**config.mk**
```make
export PLATFORM = sky130hd
export DESIGN_NAME = keyboard_matrix_crosspoint_ctrl
export DESIGN_NICKNAME = d
export VERILOG_FILES = /design/src/rtl/kmcc_pkg.sv /design/src/rtl/keyboard_matrix_crosspoint_ctrl.sv /design/src/rtl/kmcc_ctrl.sv /design/src/rtl/kmcc_dp.sv
export SDC_FILE = /design/constraint.sdc
export NUM_CORES = 1
export LEC_CHECK = 0
export BUFFER_PORTS_ARGS = -buffer_cell sky130_fd_sc_hd__buf_2
export CAP_MARGIN = 40
export CORE_ASPECT_RATIO = 1.4
export CORE_MARGIN = 1.5
export CORE_UTILIZATION = 60
export DETAILED_ROUTE_END_ITERATION = 8
export HOLD_SLACK_MARGIN = 0.12
export PLACE_DENSITY_LB_ADDON = 0.3
export SYNTH_ARGS = -nofsm -noshare
export SYNTH_HDL_FRONTEND = slang
export SYNTH_HIERARCHICAL = 1
export SYNTH_SLANG_ARGS = --single-unit
```
**constraint.sdc**
```tcl
create_clock -name clk -period 6.2 [get_ports clk]
set_input_delay 1.86 -clock clk [delete_from_list [all_inputs] [get_ports clk]]
set_output_delay 1.86 -clock clk [all_outputs]
set_load 0.01 [all_outputs]
```
**src/rtl/kmcc_pkg.sv**
```systemverilog
// Shared types, codes and pin tables for the keyboard matrix crosspoint controller.
// No dependencies; imported by kmcc_ctrl, kmcc_dp and the top level.
package kmcc_pkg;

  localparam int unsigned CodeW = 8;
  localparam int unsigned CfgIdxW = 3;
  localparam int unsigned ClearCntW = 6;

  localparam logic [CfgIdxW-1:0] CFG_LEFT_SHIFT  = 3'd0;
  localparam logic [CfgIdxW-1:0] CFG_RIGHT_SHIFT = 3'd1;
  localparam logic [CfgIdxW-1:0] CFG_CAPS_LOCK   = 3'd2;
  localparam logic [CfgIdxW-1:0] CFG_RESET       = 3'd3;
  localparam logic [CfgIdxW-1:0] CFG_RESTORE     = 3'd4;
  localparam logic [CfgIdxW-1:0] CFG_IGNORE      = 3'd5;
  localparam logic [CfgIdxW-1:0] CFG_HOLE_FIX    = 3'd6;

  localparam logic [2:0] CL_IGNORE  = 3'd0;
  localparam logic [2:0] CL_RESET   = 3'd1;
  localparam logic [2:0] CL_RESTORE = 3'd2;
  localparam logic [2:0] CL_CAPS    = 3'd3;
  localparam logic [2:0] CL_RSHIFT  = 3'd4;
  localparam logic [2:0] CL_LSHIFT  = 3'd5;
  localparam logic [2:0] CL_KEY     = 3'd6;

  localparam logic [1:0] EM_NOWR  = 2'd0;
  localparam logic [1:0] EM_CLEAR = 2'd1;
  localparam logic [1:0] EM_PRE   = 2'd2;
  localparam logic [1:0] EM_WRITE = 2'd3;

  typedef struct packed {
    logic       load;
    logic       commit;
    logic       emit;
    logic [1:0] kind;
    logic       last;
  } kmcc_cmd_t;

  typedef struct packed {
    logic [2:0] cls;
    logic       down;
    logic       ashift;
    logic       out_free;
    logic       cnt_last;
  } kmcc_status_t;

  function automatic logic [2:0] map_row(input logic [2:0] b);
    logic [2:0] r;
    case (b)
      3'd0: r = 3'd4;
      3'd1: r = 3'd5;
      3'd2: r = 3'd6;
      3'd3: r = 3'd3;
      3'd4: r = 3'd0;
      3'd5: r = 3'd1;
      3'd6: r = 3'd2;
      default: r = 3'd7;
    endcase
    return r;
  endfunction

  function automatic logic [3:0] map_col(input logic [2:0] a, input logic fix);
    logic [2:0] c;
    logic [3:0] w;
    case (a)
      3'd0: c = 3'd6;
      3'd1: c = 3'd4;
      3'd2: c = 3'd3;
      3'd3: c = 3'd2;
      3'd4: c = 3'd1;
      3'd5: c = 3'd0;
      3'd6: c = 3'd7;
      default: c = 3'd5;
    endcase
    w = {1'b0, c};
    if (fix && (c[2:1] == 2'b11)) begin
      w = w + 4'd2;
    end
    return w;
  endfunction

endpackage

```
**src/rtl/keyboard_matrix_crosspoint_ctrl.sv**
```systemverilog
// Top level of the keyboard matrix crosspoint controller.
// Depends on kmcc_pkg, kmcc_ctrl and kmcc_dp.
//
// One key event is taken at a time. It is latched, classified against the
// special codes in the following cycle, and then gives its result beats
// from the output register at one beat per cycle while the output is not
// stalled: most events give a single result, an auto-shift key a right-shift
// beat before its own, and the reset code its 64 clearing writes, which
// a six-bit counter steps through. The next event may be taken as soon as
// the last beat of the previous one has been loaded into the output register.
// Configuration writes are always ready and take effect in the next cycle.
module keyboard_matrix_crosspoint_ctrl (
  input  logic       clk,
  input  logic       rst_n,
  input  logic       in_valid,
  output logic       in_stall,
  input  logic [7:0] in_key_code,
  input  logic       in_key_down,
  input  logic       in_auto_shift,
  output logic       out_valid,
  input  logic       out_stall,
  output logic       out_switch_write,
  output logic       out_chip_reset,
  output logic [2:0] out_row_address,
  output logic [3:0] out_column_address,
  output logic       out_switch_closed,
  output logic       out_nmi_low,
  output logic       out_last_result,
  input  logic       cfg_valid,
  output logic       cfg_ready,
  input  logic [2:0] cfg_index,
  input  logic [7:0] cfg_data
);
  import kmcc_pkg::*;

  kmcc_cmd_t    cmd;
  kmcc_status_t st;

  assign cfg_ready = 1'b1;

  kmcc_ctrl u_ctrl (
    .clk      (clk),
    .rst_n    (rst_n),
    .in_valid (in_valid),
    .in_stall (in_stall),
    .st       (st),
    .cmd      (cmd)
  );

  kmcc_dp u_dp (
    .clk                (clk),
    .rst_n              (rst_n),
    .cmd                (cmd),
    .st                 (st),
    .in_key_code        (in_key_code),
    .in_key_down        (in_key_down),
    .in_auto_shift      (in_auto_shift),
    .cfg_valid          (cfg_valid && cfg_ready),
    .cfg_index          (cfg_index),
    .cfg_data           (cfg_data),
    .out_valid          (out_valid),
    .out_stall          (out_stall),
    .out_switch_write   (out_switch_write),
    .out_chip_reset     (out_chip_reset),
    .out_row_address    (out_row_address),
    .out_column_address (out_column_address),
    .out_switch_closed  (out_switch_closed),
    .out_nmi_low        (out_nmi_low),
    .out_last_result    (out_last_result)
  );

endmodule

```
**src/rtl/kmcc_ctrl.sv**
```systemverilog
// Sequencing state machine for the crosspoint controller.
// Depends on kmcc_pkg; drives kmcc_dp through command and status structs.
module kmcc_ctrl (
  input  logic                  clk,
  input  logic                  rst_n,
  input  logic                  in_valid,
  output logic                  in_stall,
  input  kmcc_pkg::kmcc_status_t st,
  output kmcc_pkg::kmcc_cmd_t    cmd
);
  import kmcc_pkg::*;

  localparam logic [2:0] S_IDLE   = 3'd0;
  localparam logic [2:0] S_DECIDE = 3'd1;
  localparam logic [2:0] S_NOWR   = 3'd2;
  localparam logic [2:0] S_CLEAR  = 3'd3;
  localparam logic [2:0] S_PRE    = 3'd4;
  localparam logic [2:0] S_WRITE  = 3'd5;

  logic [2:0] state_r;
  logic [2:0] state_nxt;

  assign in_stall = (state_r != S_IDLE);

  always_comb begin
    state_nxt = state_r;
    cmd = '0;
    unique case (state_r)
      S_IDLE: begin
        if (in_valid) begin
          cmd.load = 1'b1;
          state_nxt = S_DECIDE;
        end
      end
      S_DECIDE: begin
        cmd.commit = 1'b1;
        unique case (st.cls)
          CL_RESET: state_nxt = S_CLEAR;
          CL_CAPS: state_nxt = st.down ? S_WRITE : S_NOWR;
          CL_RSHIFT, CL_LSHIFT: state_nxt = S_WRITE;
          CL_KEY: state_nxt = st.ashift ? S_PRE : S_WRITE;
          default: state_nxt = S_NOWR;
        endcase
      end
      S_NOWR: begin
        if (st.out_free) begin
          cmd.emit = 1'b1;
          cmd.kind = EM_NOWR;
          cmd.last = 1'b1;
          state_nxt = S_IDLE;
        end
      end
      S_CLEAR: begin
        if (st.out_free) begin
          cmd.emit = 1'b1;
          cmd.kind = EM_CLEAR;
          cmd.last = st.cnt_last;
          if (st.cnt_last) begin
            state_nxt = S_IDLE;
          end
        end
      end
      S_PRE: begin
        if (st.out_free) begin
          cmd.emit = 1'b1;
          cmd.kind = EM_PRE;
          state_nxt = S_WRITE;
        end
      end
      S_WRITE: begin
        if (st.out_free) begin
          cmd.emit = 1'b1;
          cmd.kind = EM_WRITE;
          cmd.last = 1'b1;
          state_nxt = S_IDLE;
        end
      end
      default: state_nxt = S_IDLE;
    endcase
  end

  always_ff @(posedge clk) begin
    if (!rst_n) begin
      state_r <= S_IDLE;
    end else begin
      state_r <= state_nxt;
    end
  end

`ifndef ASSERT_OFF
  a_emit_needs_room: assert property (@(posedge clk) disable iff (!rst_n)
    cmd.emit |-> st.out_free)
    else $error("beat issued while the output register is occupied");

  a_idle_no_emit: assert property (@(posedge clk) disable iff (!rst_n)
    (state_r == S_IDLE) |-> !cmd.emit && !cmd.commit)
    else $error("datapath command issued while idle");

  a_clear_runs_out: assert property (@(posedge clk) disable iff (!rst_n)
    ($past(rst_n) && $past(state_r) == S_CLEAR && state_r == S_IDLE)
      |-> $past(st.cnt_last))
    else $error("clearing sequence ended before the last beat");

  a_last_ends_item: assert property (@(posedge clk) disable iff (!rst_n)
    (cmd.emit && cmd.last) |=> (state_r == S_IDLE))
    else $error("final beat did not return the controller to idle");
`endif

endmodule

```
**src/rtl/kmcc_dp.sv**
```systemverilog
// Datapath: configuration registers, key state, switch address mapping and
// the output register. Depends on kmcc_pkg; controlled by kmcc_ctrl.
module kmcc_dp (
  input  logic                  clk,
  input  logic                  rst_n,
  input  kmcc_pkg::kmcc_cmd_t    cmd,
  output kmcc_pkg::kmcc_status_t st,
  input  logic [7:0]            in_key_code,
  input  logic                  in_key_down,
  input  logic                  in_auto_shift,
  input  logic                  cfg_valid,
  input  logic [2:0]            cfg_index,
  input  logic [7:0]            cfg_data,
  output logic                  out_valid,
  input  logic                  out_stall,
  output logic                  out_switch_write,
  output logic                  out_chip_reset,
  output logic [2:0]            out_row_address,
  output logic [3:0]            out_column_address,
  output logic                  out_switch_closed,
  output logic                  out_nmi_low,
  output logic                  out_last_result
);
  import kmcc_pkg::*;

  logic [CodeW-1:0] lsc_r, rsc_r, capc_r, rstc_r, resc_r, ignc_r;
  logic             fix_r;
  logic [CodeW-1:0] code_r;
  logic             down_r, ashift_r;
  logic             caps_r, lsh_r, rsh_r, nmi_r;
  logic [ClearCntW-1:0] cnt_r;
  logic [2:0]       cls;

  logic             out_valid_r;
  logic             wr_r, crst_r, closed_r, last_r, nmi_out_r;
  logic [2:0]       row_r;
  logic [3:0]       col_r;

  logic             w_wr, w_data, w_crst;
  logic [CodeW-1:0] w_code;

  always_comb begin
    if (code_r == ignc_r) begin
      cls = CL_IGNORE;
    end else if (code_r == rstc_r) begin
      cls = CL_RESET;
    end else if (code_r == resc_r) begin
      cls = CL_RESTORE;
    end else if (code_r == capc_r) begin
      cls = CL_CAPS;
    end else if (code_r == rsc_r) begin
      cls = CL_RSHIFT;
    end else if (code_r == lsc_r) begin
      cls = CL_LSHIFT;
    end else begin
      cls = CL_KEY;
    end
  end

  assign st.cls      = cls;
  assign st.down     = down_r;
  assign st.ashift   = ashift_r;
  assign st.out_free = !out_valid_r || !out_stall;
  assign st.cnt_last = &cnt_r;

  always_comb begin
    w_wr   = 1'b0;
    w_data = 1'b0;
    w_crst = 1'b0;
    w_code = code_r;
    case (cmd.kind)
      EM_CLEAR: begin
        w_wr   = 1'b1;
        w_code = {2'b00, cnt_r};
        w_crst = (cnt_r == '0);
      end
      EM_PRE: begin
        w_wr   = 1'b1;
        w_code = rsc_r;
        w_data = down_r | rsh_r;
      end
      EM_WRITE: begin
        w_wr = 1'b1;
        case (cls)
          CL_CAPS: begin
            w_code = lsc_r;
            w_data = caps_r | lsh_r;
          end
          CL_LSHIFT: w_data = down_r | caps_r;
          default: w_data = down_r;
        endcase
      end
      default: w_wr = 1'b0;
    endcase
  end

  always_ff @(posedge clk) begin
    if (!rst_n) begin
      lsc_r  <= 8'd15;
      rsc_r  <= 8'd52;
      capc_r <= 8'd252;
      rstc_r <= 8'd254;
      resc_r <= 8'd253;
      ignc_r <= 8'd255;
      fix_r  <= 1'b0;
    end else if (cfg_valid) begin
      unique case (cfg_index)
        CFG_LEFT_SHIFT:  lsc_r  <= cfg_data;
        CFG_RIGHT_SHIFT: rsc_r  <= cfg_data;
        CFG_CAPS_LOCK:   capc_r <= cfg_data;
        CFG_RESET:       rstc_r <= cfg_data;
        CFG_RESTORE:     resc_r <= cfg_data;
        CFG_IGNORE:      ignc_r <= cfg_data;
        CFG_HOLE_FIX:    fix_r  <= cfg_data[0];
        default: ;
      endcase
    end
  end

  always_ff @(posedge clk) begin
    if (cmd.load) begin
      code_r   <= in_key_code;
      down_r   <= in_key_down;
      ashift_r <= in_auto_shift;
    end
  end

  always_ff @(posedge clk) begin
    if (!rst_n) begin
      caps_r <= 1'b0;
      lsh_r  <= 1'b0;
      rsh_r  <= 1'b0;
      nmi_r  <= 1'b0;
      cnt_r  <= '0;
    end else if (cmd.commit) begin
      cnt_r <= '0;
      case (cls)
        CL_RESET: begin
          caps_r <= 1'b0;
          lsh_r  <= 1'b0;
          rsh_r  <= 1'b0;
          nmi_r  <= 1'b0;
        end
        CL_RESTORE: nmi_r <= down_r;
        CL_CAPS: caps_r <= caps_r ^ down_r;
        CL_RSHIFT: rsh_r <= down_r;
        CL_LSHIFT: lsh_r <= down_r;
        default: ;
      endcase
    end else if (cmd.emit && (cmd.kind == EM_CLEAR)) begin
      cnt_r <= cnt_r + 1'b1;
    end
  end

  always_ff @(posedge clk) begin
    if (!rst_n) begin
      out_valid_r <= 1'b0;
    end else if (cmd.emit) begin
      out_valid_r <= 1'b1;
    end else if (!out_stall) begin
      out_valid_r <= 1'b0;
    end
  end

  always_ff @(posedge clk) begin
    if (cmd.emit) begin
      wr_r      <= w_wr;
      crst_r    <= w_crst;
      closed_r  <= w_data;
      last_r    <= cmd.last;
      nmi_out_r <= nmi_r;
      row_r     <= w_wr ? map_row(w_code[2:0]) : 3'd0;
      col_r     <= w_wr ? map_col(w_code[5:3], fix_r) : 4'd0;
    end
  end

  assign out_valid          = out_valid_r;
  assign out_switch_write   = wr_r;
  assign out_chip_reset     = crst_r;
  assign out_row_address    = row_r;
  assign out_column_address = col_r;
  assign out_switch_closed  = closed_r;
  assign out_nmi_low        = nmi_out_r;
  assign out_last_result    = last_r;

endmodule

```
=== Yosys cells after proc, flatten, opt, wreduce, memory -nomap -nowiden ===
Index checks and enable logic that the tools add are counted.

* Input bits: 26
* Output and inout port bits: 15
* Word-level logic and storage cells: 149
* Register bits: 85

* Eq/ne operators: 45
* Bitwise operators: 5
* Multiplexer cells: 39
* Add/sub/neg operators: 2
* Reductions and logical operators: 33

{| class="wikitable"
|+ Operators by type and width
! kind !! count
|-
| == test 8 bit || 6
|-
| == test 3 bit (second input constant) || 14
|-
| two-way mux 3 bit || 14
|-
| one-hot mux 3 bit (7 select lines) || 2
|-
| == test 3 x 2 -> 1 bit (second input constant) || 10
|-
| one-hot mux 3 bit (4 select lines) || 2
|-
| AND reduction 2 bit || 12
|-
| one-hot mux 6 bit (3 select lines) || 1
|-
| == test 3 x 1 -> 1 bit (second input constant) || 5
|-
| one-hot mux 3 bit (5 select lines) || 1
|-
| zero test 3 bit || 4
|-
| two-way mux 4 bit || 3
|-
| one-hot mux 1 bit (2 select lines) || 6
|-
| nonzero test 2 bit || 4
|-
| two-way mux 1 bit || 7
|-
| adder 6 x 1 -> 6 bit (second input constant) || 1
|-
| == test 2 bit (second input constant) || 3
|-
| zero test 6 bit || 1
|-
| two-way mux 6 bit || 1
|-
| != test 2 x 1 -> 1 bit (second input constant) || 3
|-
| != test 2 bit (second input constant) || 3
|-
| AND reduction 6 bit || 1
|-
| OR reduction 2 bit || 3
|-
| AND reduction 5 bit || 1
|-
| 12 further kinds || 16
|}

=== Longest topological paths before layout ===
* Depth after elaboration: 16
* Gate-level depth with buffers: 16
* Mapped depth without buffers: 14

=== By module ===
The synthesis kept the hierarchy.

{| class="wikitable"
|+ By module, submodules not included
! module !! cells an instance !! sequential area each (um2) !! times used !! area each (um2)
|-
| kmcc_dp || 472 || 1861.8 || 1 || 4135.2
|-
| kmcc_ctrl || 48 || 60.1 || 1 || 330.3
|-
| keyboard_matrix_crosspoint_ctrl || 2 || 0.0 || 1 || 11.3
|}

=== Least setup slack after synthesis ===
Ideal clock, no wire load.

* Kind: input-to-reg
* Start point: input out_stall
* End point: register u_dp.col_r[1] (netlist: u_dp/out_column_address[1]) (data pin)
* Arrival time: 4.428 ns
* Stages: 14
* Path buffers: 3
* Library setup time: 0.263 ns
* Slack: 1.509 ns
* Data required time: 5.937 ns
* Cell sequence: nand2_1 buf_2 o21a_1 and2_1 clkbuf_1 and2_0 buf_1 o22ai_1 a211o_1 maj3_2 ha_1 nand2_1 xor2_1 nor2_1

{| class="wikitable"
|+ RTL lines
! what !! RTL line !! RTL
|-
| start, declared || keyboard_matrix_crosspoint_ctrl.sv:21 || <nowiki>input logic out_stall,</nowiki>
|-
| end signal, assigned || kmcc_dp.sv:173 || <nowiki>col_r <= w_wr ? map_col(w_code[5:3], fix_r) : 4'd0;</nowiki>
|-
| end, declared || kmcc_dp.sv:37 || <nowiki>logic [3:0] col_r;</nowiki>
|}

==> run summary <==
ANT cells - 0
Routed length per instance - 15.7 µm
Post-route minimum period - 4.57 ns
Starting DRT DRC Count - 316
CTS Hold Buffers Added - 0
Syn_nets - 551
Top_reg_cell synth - dfxtp_1
Top cell type's share of synthesized area - 28.2%
Crit path arrival time - 4.67 ns
Final design instance area without fill - 4840 µm²
Clk_skew - 0.0118 ns
Peak Freq - 219 MHz
Port bufs - 39
Drt drc - 0
Die X - 76.0 µm
Max H-tree Level - 3
HPWL after DPL - 7.17 mm
Site row count - 37
CP Capture Type - register
Nets - 574
DP Area - 4650 µm²
Synth Area in XOR/XNOR - 11.3%
Total grt overflow - 0
GRT Overall Usage - 25.8%
Antenna violations before repair - 0
Count of state elements after synthesis - 85
Worst-Margin Slew - 0.926 ns
Max IR drop VDD - 0.186 mV
Commonest cells after routing, fill and taps aside - 132 x nand2_1, 63 x dfxtp_1, 45 x nand3_1, 43 x xor2_1, 39 x buf_2
Clk sink count - 85
Clock Latency Late Sink - 0.36 ns
Postcts setup bufs - 0
Post-synthesis mux area share - 1.45%
Post-Route WL - 10.2 mm
CP max FO - 15
Leading area contributor after synthesis - dfxtp_1
Vias/cell - 5.86
GPL Wtd Cong - 0.857
Largest net degree at the start of global routing - 57
WP data required - 6.30 ns
Num ports - 41
Core Area - 7270 µm²
Ys async rst share - 0%
Clock transition at the registers of the reported paths - 0.09 ns
LEAKAGE - 1.97 nW
Synth Area in Compound Gates - 11.7%
Final Hold Vio Count - 0
Setup TNS Final - 0 ns
Die area - 8000 µm²
Slew HR - 37.8%
Crit Path Class - in -> reg
RSZ-0062 raised after global routing - false
Commonest non-fill, non-tap cell in the layout - nand2_1
Post-synth cell types - 52
Pwr dens - 257 nW/µm²
Simple-Gate Fraction of Synth Area - 26.9%
# setup viols final - 0
Fillers - 623
Yosys warns - 6
Status - finished, final reports clean
Type of the worst min-delay path - reg -> reg
Post-synth EDFFs - 22
Slew Limit Fails - 0
Clk root buf - clkbuf_8
Period utilization - 73.7%
Main combinational cell family by area after synthesis - simple AND/OR/NAND/NOR gates
Layout cells sized above 1 - 12.4%
Synth area leaders - dfxtp_1 28%, edfxtp_1 15%, nand2_1 11%, xor2_1 8.4%, nand3_1 5.0%
Power Total - 0.00124 W
Cell count after synthesis - 522
Syn Std Cell Area - 4480 µm²
Chip height - 105 µm
Total number of vias - 3789
Via count of the first global-routing pass - 3362
Initial Util - 61.6%
Post-CTS resize count - 0
Drt pass-1 iters - 5
Clk buf depth - 2
Post-route ant nets - 0
Adder-Cell Fraction of Synth Area - 1.09%
Critical Path Start Type - input pin
Avg Cell Area, Syn - 8.58 µm²
CTS Buf Count - 9
Area Overhead vs Synth - 8.13%
CTS tree - built
Register area share after synthesis - 42.9%
First-pass GRT wire length - 16.2 mm
Max-cap violations - 0
==> stage by stage <==
step	util [%]	setup WS, ns	hold slack, ns	std cells
6_report	66.6	1.63	0.473	647
5_1_grt	66.6	1.40	0.473	647
4_1_cts	66.6	1.67	0.468	647
3_5_place_dp	64.0	1.32	0.446	631
3_3_place_gp	63.7	1.43	0.427	630
2_1_floorplan	-	1.51	0.409	522
==> state kept, by name, indices dropped and copies added (netlist names), 3 cells and up <==
signal / cells
u_ctrl/state_r: 3
u_dp/capc_r: 8
u_dp/cnt_r: 6
u_dp/code_r: 8
u_dp/ignc_r: 8
u_dp/lsc_r: 8
u_dp/out_column_address: 4
u_dp/out_row_address: 3
u_dp/resc_r: 8
u_dp/rsc_r: 8
u_dp/rstc_r: 8
==> cell usage after synthesis, drive strengths merged, types with 3 or more instances <==
cell	number
and2	6
a22oi	5
a2bb2oi	3
nor2b	14
buf	16
xnor2	13
and3	4
xor2	44
nand2b	7
nand4	8
nand2	132
a21boi	15
a31oi	3
edfxtp	22
a21oi	10
nor4	11
nor2	29
clkbuf	13
o21ai	10
dfxtp	63
mux2i	5
inv	9
nor3	3
nand3	45
ha	3
==> kinds of logic (layout without fill, tap and decap cells) <==
kind of cell,count (synthesis),in the layout
xor+xnor,57,57
simple gates,262,262
mux,6,6
other cells,1,1
fa+ha+maj,4,4
buf+inv,38,66
compound gates,69,69
flops,85,85
==> metal layers <==
metal,track usage [%],wire (µm)
met1,31.2,4150
met2,45.0,5170
met3,4.63,567
met4,10.8,293
met5,0,0
==> worst max-delay path: stages <==
cell and delay [ns]:
buf_2 0.08, nand2_1 0.16, o21a_1 0.16, buf_4 0.18
and2_1 0.29, inv_1 0.21, nand2_1 0.08, a2bb2oi_1 0.29
o22ai_1 0.14, a211o_1 0.35, maj3_2 0.34, ha_1 0.18
nand2_1 0.12, xor2_1 0.15, nor2_1 0.05
==> area by class of cell <==
class	count	area (µm²)	area share (%)
tap	97	121	2.51
clock inverter	7	65.1	1.34
clock buffer	9	124	2.56
inverter	9	33.8	0.698
sequential	85	1920	39.7
timing repair buffer	41	223	4.60
multi-input combinational	399	2350	48.6
==> where the power goes <==
| part | internal [W] | switching, W |
|---|---|---|
| combinational | 0.0000927 | 0.000123 |
| sequential | 0.000605 | 0.0000431 |
| clock | 0.000156 | 0.000223 |
==> worst paths after layout <==
path                startpoint                         end  slack, ns  depth (start not counted)
max                  out_stall  u_dp/out_column_address[1]       1.63                         15
min                 u_dp/nmi_r            u_dp/out_nmi_low       0.47                          0
max reg2reg  u_ctrl/state_r[2]  u_dp/out_column_address[1]       2.68                         14
min reg2reg         u_dp/nmi_r            u_dp/out_nmi_low       0.47                          0
No activity file was read; power rests on OpenSTA's default activity.
